[src/rtl/pqt_pkg.sv]
`timescale 1ns / 1ps
`default_nettype none

package pqt_pkg;

  // One slot of the pending table.
  typedef struct packed {
    logic        valid;
    logic [15:0] id;
    logic [31:0] ip;
    logic [15:0] port;
    logic [7:0]  age;
  } entry_t;

  typedef logic [2:0] cell_op_t;

  // Operations broadcast to every cell of the chain.
  localparam cell_op_t OP_HOLD   = 3'd0;
  localparam cell_op_t OP_SHR    = 3'd1;
  localparam cell_op_t OP_MATCH  = 3'd2;
  localparam cell_op_t OP_REMOVE = 3'd3;
  localparam cell_op_t OP_ROT    = 3'd4;
  localparam cell_op_t OP_PACK   = 3'd5;

  typedef struct packed {
    cell_op_t    op;
    logic [15:0] txn_id;
  } cell_ctrl_t;

  // Request codes.
  localparam logic [1:0] REQ_QUERY = 2'd0;
  localparam logic [1:0] REQ_REPLY = 2'd1;
  localparam logic [1:0] REQ_TICK  = 2'd2;

  // Result status codes.
  localparam logic [2:0] ST_STORED    = 3'd0;
  localparam logic [2:0] ST_DROPPED   = 3'd1;
  localparam logic [2:0] ST_MATCHED   = 3'd2;
  localparam logic [2:0] ST_UNMATCHED = 3'd3;
  localparam logic [2:0] ST_TICK      = 3'd4;

  localparam logic [7:0] TIMEOUT_RESET = 8'd10;
  localparam logic [7:0] AGE_MAX       = 8'd255;
  localparam logic [4:0] EVICT_MAX     = 5'd31;

endpackage

`default_nettype wire

[src/rtl/pqt_cell.sv]
`timescale 1ns / 1ps
`default_nettype none

// One slot of the table. It trades its entry with its neighbors as the
// broadcast operation tells it.
module pqt_cell (
  input  wire logic               clk,
  input  wire logic               rst,
  input  pqt_pkg::cell_ctrl_t     ctrl,
  input  pqt_pkg::entry_t         left_in,
  input  pqt_pkg::entry_t         right_in,
  input  wire logic               kill,
  output pqt_pkg::entry_t         entry,
  output logic                    match,
  output logic                    move
);
  import pqt_pkg::*;

  entry_t entry_next;
  logic   match_next;

  // This cell's entry slides left into an empty neighbor during compaction.
  assign move = entry.valid && !left_in.valid;

  always_comb begin
    entry_next = entry;
    match_next = match;
    unique case (ctrl.op)
      OP_SHR: begin
        entry_next = left_in;
      end
      OP_MATCH: begin
        match_next = entry.valid && (entry.id == ctrl.txn_id);
      end
      OP_REMOVE: begin
        if (kill) begin
          entry_next = right_in;
        end
      end
      OP_ROT: begin
        entry_next = right_in;
      end
      OP_PACK: begin
        if (!entry.valid && right_in.valid) begin
          entry_next = right_in;
        end else if (move) begin
          entry_next.valid = 1'b0;
        end
      end
      default: begin
      end
    endcase
  end

  always_ff @(posedge clk) begin
    if (rst) begin
      entry <= '0;
      match <= 1'b0;
    end else begin
      entry <= entry_next;
      match <= match_next;
    end
  end

endmodule

`default_nettype wire

[src/rtl/pqt_pick.sv]
`timescale 1ns / 1ps
`default_nettype none

// Finds the newest matching slot. The inclusive prefix OR of the match bits
// marks every slot from the hit onward, which is the set of slots that take
// their right neighbor's entry when the hit is removed.
module pqt_pick #(
  parameter int DEPTH = 16
) (
  input  wire logic [DEPTH-1:0] match,
  input  pqt_pkg::entry_t       ents [DEPTH],
  output logic [DEPTH-1:0]      kill,
  output logic                  hit,
  output logic [31:0]           hit_ip,
  output logic [15:0]           hit_port
);
  import pqt_pkg::*;

  localparam int LV = (DEPTH > 1) ? $clog2(DEPTH) : 1;

  logic [DEPTH-1:0] lvl [LV+1];
  logic [DEPTH-1:0] first;

  always_comb begin
    lvl[0] = match;
    for (int k = 0; k < LV; k++) begin
      for (int i = 0; i < DEPTH; i++) begin
        if (i >= (1 << k)) begin
          lvl[k+1][i] = lvl[k][i] | lvl[k][i - (1 << k)];
        end else begin
          lvl[k+1][i] = lvl[k][i];
        end
      end
    end
  end

  assign kill = lvl[LV];
  assign hit  = |match;

  always_comb begin
    first    = '0;
    hit_ip   = '0;
    hit_port = '0;
    for (int i = 0; i < DEPTH; i++) begin
      if (i == 0) begin
        first[i] = match[i];
      end else begin
        first[i] = match[i] && !kill[i-1];
      end
      if (first[i]) begin
        hit_ip   = hit_ip | ents[i].ip;
        hit_port = hit_port | ents[i].port;
      end
    end
  end

endmodule

`default_nettype wire

[src/rtl/pending_query_tracker_unit.sv]
`timescale 1ns / 1ps
`default_nettype none

// Channel   Direction  Handshake            Beat contents
// in        input      in_valid / in_stall  req_type, txn_id, client_ip, client_port
// out       output     out_valid / out_stall status, reply_ip, reply_port, evicted_count
// cfg       input      cfg_valid / cfg_ready timeout_seconds
//
// One item is worked on at a time. A query's result is staged on the accepting
// edge and posted to the output register from S_FIN. For a reply, the accepting
// edge compares every slot; in S_RSEL the newest hit is picked and the gap
// closed, then S_FIN posts the result. A tick circulates every entry once
// past the aging unit at the head of the chain (S_ROT), then compacts the
// table (S_PACK) and posts the result (S_FIN). The next beat is taken once the
// result is posted and the block is back in S_IDLE.
// Reset (rst, synchronous) empties the table and loads a timeout of 10 seconds.
// A stalled result sits in the output register; the block finishes the next
// item behind it and holds that result until the output register frees up.
module pending_query_tracker_unit #(
  parameter int TABLE_DEPTH = 16
) (
  input  wire logic        clk,
  input  wire logic        rst,
  input  wire logic        in_valid,
  output logic             in_stall,
  input  wire logic [1:0]  req_type,
  input  wire logic [15:0] txn_id,
  input  wire logic [31:0] client_ip,
  input  wire logic [15:0] client_port,
  output logic             out_valid,
  input  wire logic        out_stall,
  output logic [2:0]       status,
  output logic [31:0]      reply_ip,
  output logic [15:0]      reply_port,
  output logic [4:0]       evicted_count,
  input  wire logic        cfg_valid,
  output logic             cfg_ready,
  input  wire logic [7:0]  timeout_seconds
);
  import pqt_pkg::*;

  localparam int CW = (TABLE_DEPTH > 1) ? $clog2(TABLE_DEPTH) : 1;

  localparam logic [2:0] S_IDLE = 3'd0;
  localparam logic [2:0] S_RSEL = 3'd1;
  localparam logic [2:0] S_ROT  = 3'd2;
  localparam logic [2:0] S_PACK = 3'd3;
  localparam logic [2:0] S_FIN  = 3'd4;

  logic [2:0]  state;
  logic [CW-1:0] rot_cnt;
  logic [4:0]  evict_cnt;
  logic [7:0]  timeout;

  // Result staged for the output register.
  logic [2:0]  res_status;
  logic [31:0] res_ip;
  logic [15:0] res_port;
  logic [4:0]  res_ev;

  cell_ctrl_t ctrl;
  entry_t     ents [TABLE_DEPTH];
  entry_t     new_ent;
  entry_t     rot_ent;
  entry_t     last_right;
  logic [TABLE_DEPTH-1:0] match_vec;
  logic [TABLE_DEPTH-1:0] move_vec;
  logic [TABLE_DEPTH-1:0] kill_vec;
  logic [TABLE_DEPTH-1:0] valid_vec;
  logic        hit;
  logic [31:0] hit_ip;
  logic [15:0] hit_port;
  logic        in_acc;
  logic        full;
  logic        any_move;
  logic [7:0]  age_inc;
  logic        evict;
  logic        load_out;

  assign in_stall  = (state != S_IDLE);
  assign in_acc    = in_valid && !in_stall;
  assign cfg_ready = 1'b1;
  assign full      = ents[TABLE_DEPTH-1].valid;
  assign any_move  = |move_vec;
  assign load_out  = (state == S_FIN) && (!out_valid || !out_stall);

  always_comb begin
    new_ent       = '0;
    new_ent.valid = 1'b1;
    new_ent.id    = txn_id;
    new_ent.ip    = client_ip;
    new_ent.port  = client_port;
  end

  // Aging unit at the head of the chain: during a tick every entry passes
  // through it once on its way around to the tail.
  assign age_inc = (ents[0].age == AGE_MAX) ? ents[0].age : ents[0].age + 8'd1;
  assign evict   = age_inc > timeout;

  always_comb begin
    rot_ent       = ents[0];
    rot_ent.age   = age_inc;
    rot_ent.valid = ents[0].valid && !evict;
  end

  assign last_right = (state == S_ROT) ? rot_ent : entry_t'('0);

  always_comb begin
    ctrl.txn_id = txn_id;
    ctrl.op     = OP_HOLD;
    unique case (state)
      S_IDLE: begin
        if (in_acc && (req_type == REQ_QUERY) && !full) begin
          ctrl.op = OP_SHR;
        end else if (in_acc && (req_type == REQ_REPLY)) begin
          ctrl.op = OP_MATCH;
        end
      end
      S_RSEL:  ctrl.op = OP_REMOVE;
      S_ROT:   ctrl.op = OP_ROT;
      S_PACK:  ctrl.op = OP_PACK;
      default: ctrl.op = OP_HOLD;
    endcase
  end

  for (genvar i = 0; i < TABLE_DEPTH; i++) begin : g_cell
    entry_t left_in;
    entry_t right_in;
    if (i == 0) begin : g_head
      assign left_in = new_ent;
    end else begin : g_mid
      assign left_in = ents[i-1];
    end
    if (i == TABLE_DEPTH - 1) begin : g_tail
      assign right_in = last_right;
    end else begin : g_body
      assign right_in = ents[i+1];
    end
    assign valid_vec[i] = ents[i].valid;

    pqt_cell u_cell (
      .clk      (clk),
      .rst      (rst),
      .ctrl     (ctrl),
      .left_in  (left_in),
      .right_in (right_in),
      .kill     (kill_vec[i]),
      .entry    (ents[i]),
      .match    (match_vec[i]),
      .move     (move_vec[i])
    );
  end

  pqt_pick #(
    .DEPTH (TABLE_DEPTH)
  ) u_pick (
    .match    (match_vec),
    .ents     (ents),
    .kill     (kill_vec),
    .hit      (hit),
    .hit_ip   (hit_ip),
    .hit_port (hit_port)
  );

  // Sequencer.
  always_ff @(posedge clk) begin
    if (rst) begin
      state     <= S_IDLE;
      rot_cnt   <= '0;
      evict_cnt <= '0;
    end else begin
      unique case (state)
        S_IDLE: begin
          if (in_acc) begin
            if (req_type == REQ_REPLY) begin
              state <= S_RSEL;
            end else if (req_type == REQ_TICK) begin
              state     <= S_ROT;
              rot_cnt   <= '0;
              evict_cnt <= '0;
            end else begin
              state <= S_FIN;
            end
          end
        end
        S_RSEL: begin
          state <= S_FIN;
        end
        S_ROT: begin
          if (ents[0].valid && evict && (evict_cnt != EVICT_MAX)) begin
            evict_cnt <= evict_cnt + 5'd1;
          end
          if (rot_cnt == CW'(TABLE_DEPTH - 1)) begin
            state <= S_PACK;
          end else begin
            rot_cnt <= rot_cnt + CW'(1);
          end
        end
        S_PACK: begin
          if (!any_move) begin
            state <= S_FIN;
          end
        end
        S_FIN: begin
          if (load_out) begin
            state <= S_IDLE;
          end
        end
        default: begin
          state <= S_IDLE;
        end
      endcase
    end
  end

  // Staged result; only written on the paths that produce it.
  always_ff @(posedge clk) begin
    if ((state == S_IDLE) && in_acc) begin
      res_ip   <= '0;
      res_port <= '0;
      res_ev   <= '0;
      if (req_type == REQ_QUERY) begin
        res_status <= full ? ST_DROPPED : ST_STORED;
      end else begin
        res_status <= ST_TICK;
      end
    end else if (state == S_RSEL) begin
      res_status <= hit ? ST_MATCHED : ST_UNMATCHED;
      res_ip     <= hit_ip;
      res_port   <= hit_port;
    end else if ((state == S_PACK) && !any_move) begin
      res_status <= ST_TICK;
      res_ev     <= evict_cnt;
    end
  end

  // Output register.
  always_ff @(posedge clk) begin
    if (rst) begin
      out_valid <= 1'b0;
    end else if (load_out) begin
      out_valid <= 1'b1;
    end else if (!out_stall) begin
      out_valid <= 1'b0;
    end
  end

  always_ff @(posedge clk) begin
    if (load_out) begin
      status        <= res_status;
      reply_ip      <= res_ip;
      reply_port    <= res_port;
      evicted_count <= res_ev;
    end
  end

  // Timeout register.
  always_ff @(posedge clk) begin
    if (rst) begin
      timeout <= TIMEOUT_RESET;
    end else if (cfg_valid && cfg_ready) begin
      timeout <= timeout_seconds;
    end
  end

  // Valid slots always form a contiguous run from the head while idle.
  assert property (@(posedge clk) disable iff (rst)
    (state == S_IDLE) |-> ((valid_vec & (valid_vec + 1'b1)) == '0))
    else $error("pending table not contiguous while idle");

  // An accepted query on a table with room lands at the head.
  assert property (@(posedge clk) disable iff (rst)
    (in_acc && (req_type == REQ_QUERY) && !full) |=>
      (ents[0].valid && (ents[0].id == $past(txn_id)) && (ents[0].age == 8'd0)))
    else $error("stored query missing from the head slot");

  // Only a matched reply carries an address.
  assert property (@(posedge clk) disable iff (rst)
    (out_valid && (status != ST_MATCHED)) |-> ((reply_ip == '0) && (reply_port == '0)))
    else $error("address present on a result that is not a match");

  // Evictions are reported only on a tick result.
  assert property (@(posedge clk) disable iff (rst)
    (out_valid && (evicted_count != 5'd0)) |-> (status == ST_TICK))
    else $error("eviction count on a non-tick result");

endmodule

`default_nettype wire
[config.mk]
export PLATFORM = sky130hd
export DESIGN_NAME = pending_query_tracker_unit
export DESIGN_NICKNAME = d
export VERILOG_FILES = /design/src/rtl/pqt_pkg.sv /design/src/rtl/pqt_cell.sv /design/src/rtl/pqt_pick.sv /design/src/rtl/pending_query_tracker_unit.sv
export SDC_FILE = /design/constraint.sdc
export NUM_CORES = 2
export LEC_CHECK = 0
export BUFFER_PORTS_ARGS = -buffer_cell sky130_fd_sc_hd__buf_2
export CORE_UTILIZATION = 55
export CTS_BUF_LIST = sky130_fd_sc_hd__clkbuf_8
export DETAILED_ROUTE_END_ITERATION = 7
export PLACE_DENSITY = 0.8
export SYNTH_ARGS = -nofsm -noshare
export SYNTH_HDL_FRONTEND = slang
export SYNTH_SLANG_ARGS = --single-unit
[constraint.sdc]
create_clock -name clk -period 8.04 [get_ports clk]
set_input_delay 0.402 -clock clk [delete_from_list [all_inputs] [get_ports clk]]
set_output_delay 0.402 -clock clk [all_outputs]
set_load 0.02 [all_outputs]
==> flow_metrics.tcl <==
set metrics [dict create \
    status "complete, but fails checks" \
    failed_checks "design-rule violations" \
    yosys.area.top_type_share_pct 38.7 \
    p_int_uw 12500 \
    initial_core_util_pct 55.7 \
    wl_met3_mm 26.9 \
    syn_nets 8594 \
    p_sw_share_pct 38.1 \
    yosys_warnings 0 \
    cts_setup_buffers 0 \
    synth_cells 8499 \
    relSlewSlack_pct 15.7 \
    required_ps 8850 \
    combPwrFrac_pct 26.2 \
    antenna_found_initial 9 \
    clock_skew_ps 41.3 \
    routed_wl_mm 215 \
    worst_setup_path_start_kind "flop" \
    avgSynthCellArea_sq_um 7.66 \
    clock_path_buffers 3 \
    insertion_delay_ps 940 \
    drtIter0Drc 9321 \
    end_kind "flop" \
    track_usage_pct 34.5 \
    syn_to_final_growth_pct 7.71 \
    grt_pass1_vias 59200 \
    clock_tree.root_cell "clkbuf_8" \
    worstMarginPinSlew_ps 1260 \
    hp-start "txn_id[9]" \
    cap_violations 0 \
    num_vias 64600 \
    power_switching_uw 7720 \
    hold_viol_final 0 \
    clk_pin_slew_ps 60 \
    finalSetupViolCount 0 \
    yosys.area.top_type "dfxtp_1" \
    crit_fanout 75 \
    slew_violations 0 \
    grt-ovfl-total 0 \
    multi_input_area_sq_um 34900 \
    r2r_cells 8 \
    hold_path_class "primary input to flop" \
    wl_per_cell_microns 21.8 \
    ant_nets 0 \
    viasPerCell 6.56 \
    synth.distinct_cells 76 \
    yosysSeqAreaShare_pct 41.4 \
    ctsResizeCount 0 \
    ys_ff_latch 1317 \
    cts_tree "yes" \
    io_pins 138 \
    highest_layer "met5" \
    p_seq_share_pct 45.7 \
    p_per_area_nw_per_um2 289 \
    cts_made_buffers 207 \
    irDropWorstVdd_uv 183 \
    leakage_uw 0.0217 \
    drive_gt1_share_pct 7.92 \
    drtPass1Iterations 8 \
    hold_end "g_cell[0].u_cell.entry[65]" \
    dpl.cell_count 9391 \
    n_fill_cell 10100 \
    nets 8237 \
    drc 13 \
    placementRows 125 \
    cp.arrival_ps 5420 \
    period_share_pct 57.3 \
    r2r-start "g_cell[5].u_cell.match" \
    wl_met2_mm 92.5 \
    crit_slowest_cell "buf_4" \
    period_minus_slack_ps 4610 \
    syn-cell-area_sq_um 65100 \
    die_y_microns 346 \
    dieArea_sq_um 120000 \
    timing.rr.end "g_cell[7].u_cell.entry[31]" \
    gp_congestion 0.894 \
    async_flop_share_pct 0 \
    max_freq_mhz 217 \
    hold_depth 3 \
    critical_path_class "flop to flop" \
    path_common_cell "buf_4" \
    critical_path_buf_inv_count 3 \
    hpwl_mm 121 \
    grt_max_degree 235 \
    r2r_slack_ps 3430 \
    met1_length_mm 85.7 \
    die_x_microns 346 \
    pwr-share-clk_pct 28.1 \
    grt_pass1_wl_mm 334 \
    critPathTopFamily "buffers and inverters" \
    cpPeakStageDelay_ps 920 \
    rsz0062_at_grt "false" \
    final_cells 9845 \
    seqCellArea_sq_um 27000 \
    crit_cells 8 \
    cts.sinks 1317 \
    cp_cell_sequence "buf_4 > nor3_4 > buf_4 > nand4_4 > o211a_4 > buf_4 > nor2_1 > a311oi_1" \
    synth_flop_cell "dfxtp_1" \
    synthTopCellsByArea "dfxtp_1, nand2_1, a311oi_1, nor2_1, clkbuf_1" \
    io_buffer_count 136 \
    h-tree-depth 4 \
    fin_tns_setup_ps 0 \
    core-area_sq_um 117000 \
    synth_edf_count 59 \
]
==> sequential cells by signal, indices dropped and copies added, names as in the netlist <==
register	flops
out_valid	1
res_status	3
evict_cnt	5
g_cell.u_cell.match	16
status	3
state	3
res_ev	5
reply_ip	32
g_cell.u_cell.entry	1168
rot_cnt	4
res_port	16
res_ip	32
reply_port	16
timeout	8
evicted_count	5
==> logic make-up (layout without fill, tap and decap cells) <==
family                     Yosys count  in the layout  synth area share [%]
DFF                               1317           1317                  41.4
and+or+nand+nor                   4130           4130                  25.0
xor gates and xnor gates           260            260                  3.50
muxes                               13             13                 0.202
other                                1              6               0.00576
buffers and inverters              865            682                  5.37
AOI/OAI and AO/OA                 1897           1897                  24.2
adders and majority gates           16             16                 0.308
==> layer usage <==
layer,GRT usage (%),vias to the layer above
met2,51.5,3989
met4,16.5,6
met3,7.49,755
met5,0,-
li1,-,29500
met1,47.1,30400
==> worst reg2reg max path: stages (launching register included) <==
cell and delay (ps):
dfxtp_2 810, buf_4 700, nor3_4 70, buf_4 400
nand4_4 270, o211a_4 870, buf_4 940, nor2_1 150
a311oi_1 290
==> final cells by class <==
cell class	instances	area share [%]
Tap cell	1524	2.72
Timing Repair Buffer	283	3.08
Clock inverter	128	0.862
Sequential cell	1317	38.5
Multi-Input combinational cell	6317	49.7
Antenna cell	5	0.0178
Clock buffer	255	5.01
Inverter	16	0.0857
==> what timing repair did <==
item,4_1_cts,5_1_grt
setup endpoints to repair,0,0
endpoints found under the hold margin,56,0
hold buffers,66,0
==> worst max-delay path by stage <==
stage                                      start                    endpoint
after global routing                    state[1]  g_cell[0].u_cell.entry[35]
final                     g_cell[5].u_cell.match  g_cell[7].u_cell.entry[31]
after detailed placement                state[1]  g_cell[0].u_cell.entry[35]
after global placement                  state[1]  g_cell[0].u_cell.entry[32]
after CTS                               state[1]  g_cell[0].u_cell.entry[19]
after floorplan                         state[2]            evicted_count[0]
==> cells in the final DEF (no fill, tap or decap), drive strengths merged, types with 6 or more instances in the layout <==
cell,Yosys,routed
inv,15,114
a31oi,12,12
edfxtp,59,59
a222oi,34,34
nand3b,7,7
o21ai,111,111
nor2b,54,54
dfxtp,1258,1258
dlygate4sd3,0,66
nor4,21,21
o211ai,6,6
or3,6,6
ha,16,16
xnor2,256,256
a211oi,32,32
clkinv,1,23
mux2i,12,12
nand3,36,36
nand2,2453,2453
a221oi,83,83
a41oi,35,35
nor3,89,89
a22oi,143,143
o22ai,22,22
clkbuf,691,255
nor2,1351,1351
a21oi,235,235
nand4,70,70
buf,158,217
and3,12,12
o22a,34,34
a221o,44,44
a311oi,1075,1075
nand2b,16,16
==> cell usage after synthesis (all sizes together) (6+ instances only) <==
| cell | instances |
|---|---|
| a21oi | 235 |
| a222oi | 34 |
| nor4 | 21 |
| nand3 | 36 |
| a311oi | 1075 |
| and3 | 12 |
| o22ai | 22 |
| nand3b | 7 |
| o21ai | 111 |
| buf | 158 |
| nand4 | 70 |
| nor2 | 1351 |
| nand2b | 16 |
| o22a | 34 |
| inv | 15 |
| a41oi | 35 |
| or3 | 6 |
| a31oi | 12 |
| a221oi | 83 |
| o211ai | 6 |
| a221o | 44 |
| xnor2 | 256 |
| mux2i | 12 |
| clkbuf | 691 |
| edfxtp | 59 |
| a22oi | 143 |
| nor3 | 89 |
| nand2 | 2453 |
| ha | 16 |
| nor2b | 54 |
| a211oi | 32 |
| dfxtp | 1258 |
==> stage by stage <==
stage	hold WS, ps	total power, uW	setup WS [ps]	util (%)	instance area [sq um]
after floorplan	400	12900	3550	-	65100
final	92.4	20300	3430	60.0	70100
after detailed placement	414	14500	3600	55.9	65300
after global routing	89.1	21200	3200	60.0	70100
after global placement	418	14200	3710	55.9	65300
after CTS	10.9	20100	3570	60.0	70100
==> power groups by stage <==
| stage | clock, uW | combinational (uW) | sequential [uW] |
|---|---|---|---|
| 2_1_floorplan | 0 | 4020 | 8920 |
| 3_3_place_gp | 0 | 4940 | 9280 |
| 3_5_place_dp | 0 | 5140 | 9320 |
| 4_1_cts | 5690 | 5190 | 9190 |
| 5_1_grt | 6000 | 5800 | 9410 |
| 6_report | 5690 | 5310 | 9260 |
Power figures use the tool's default switching activity.
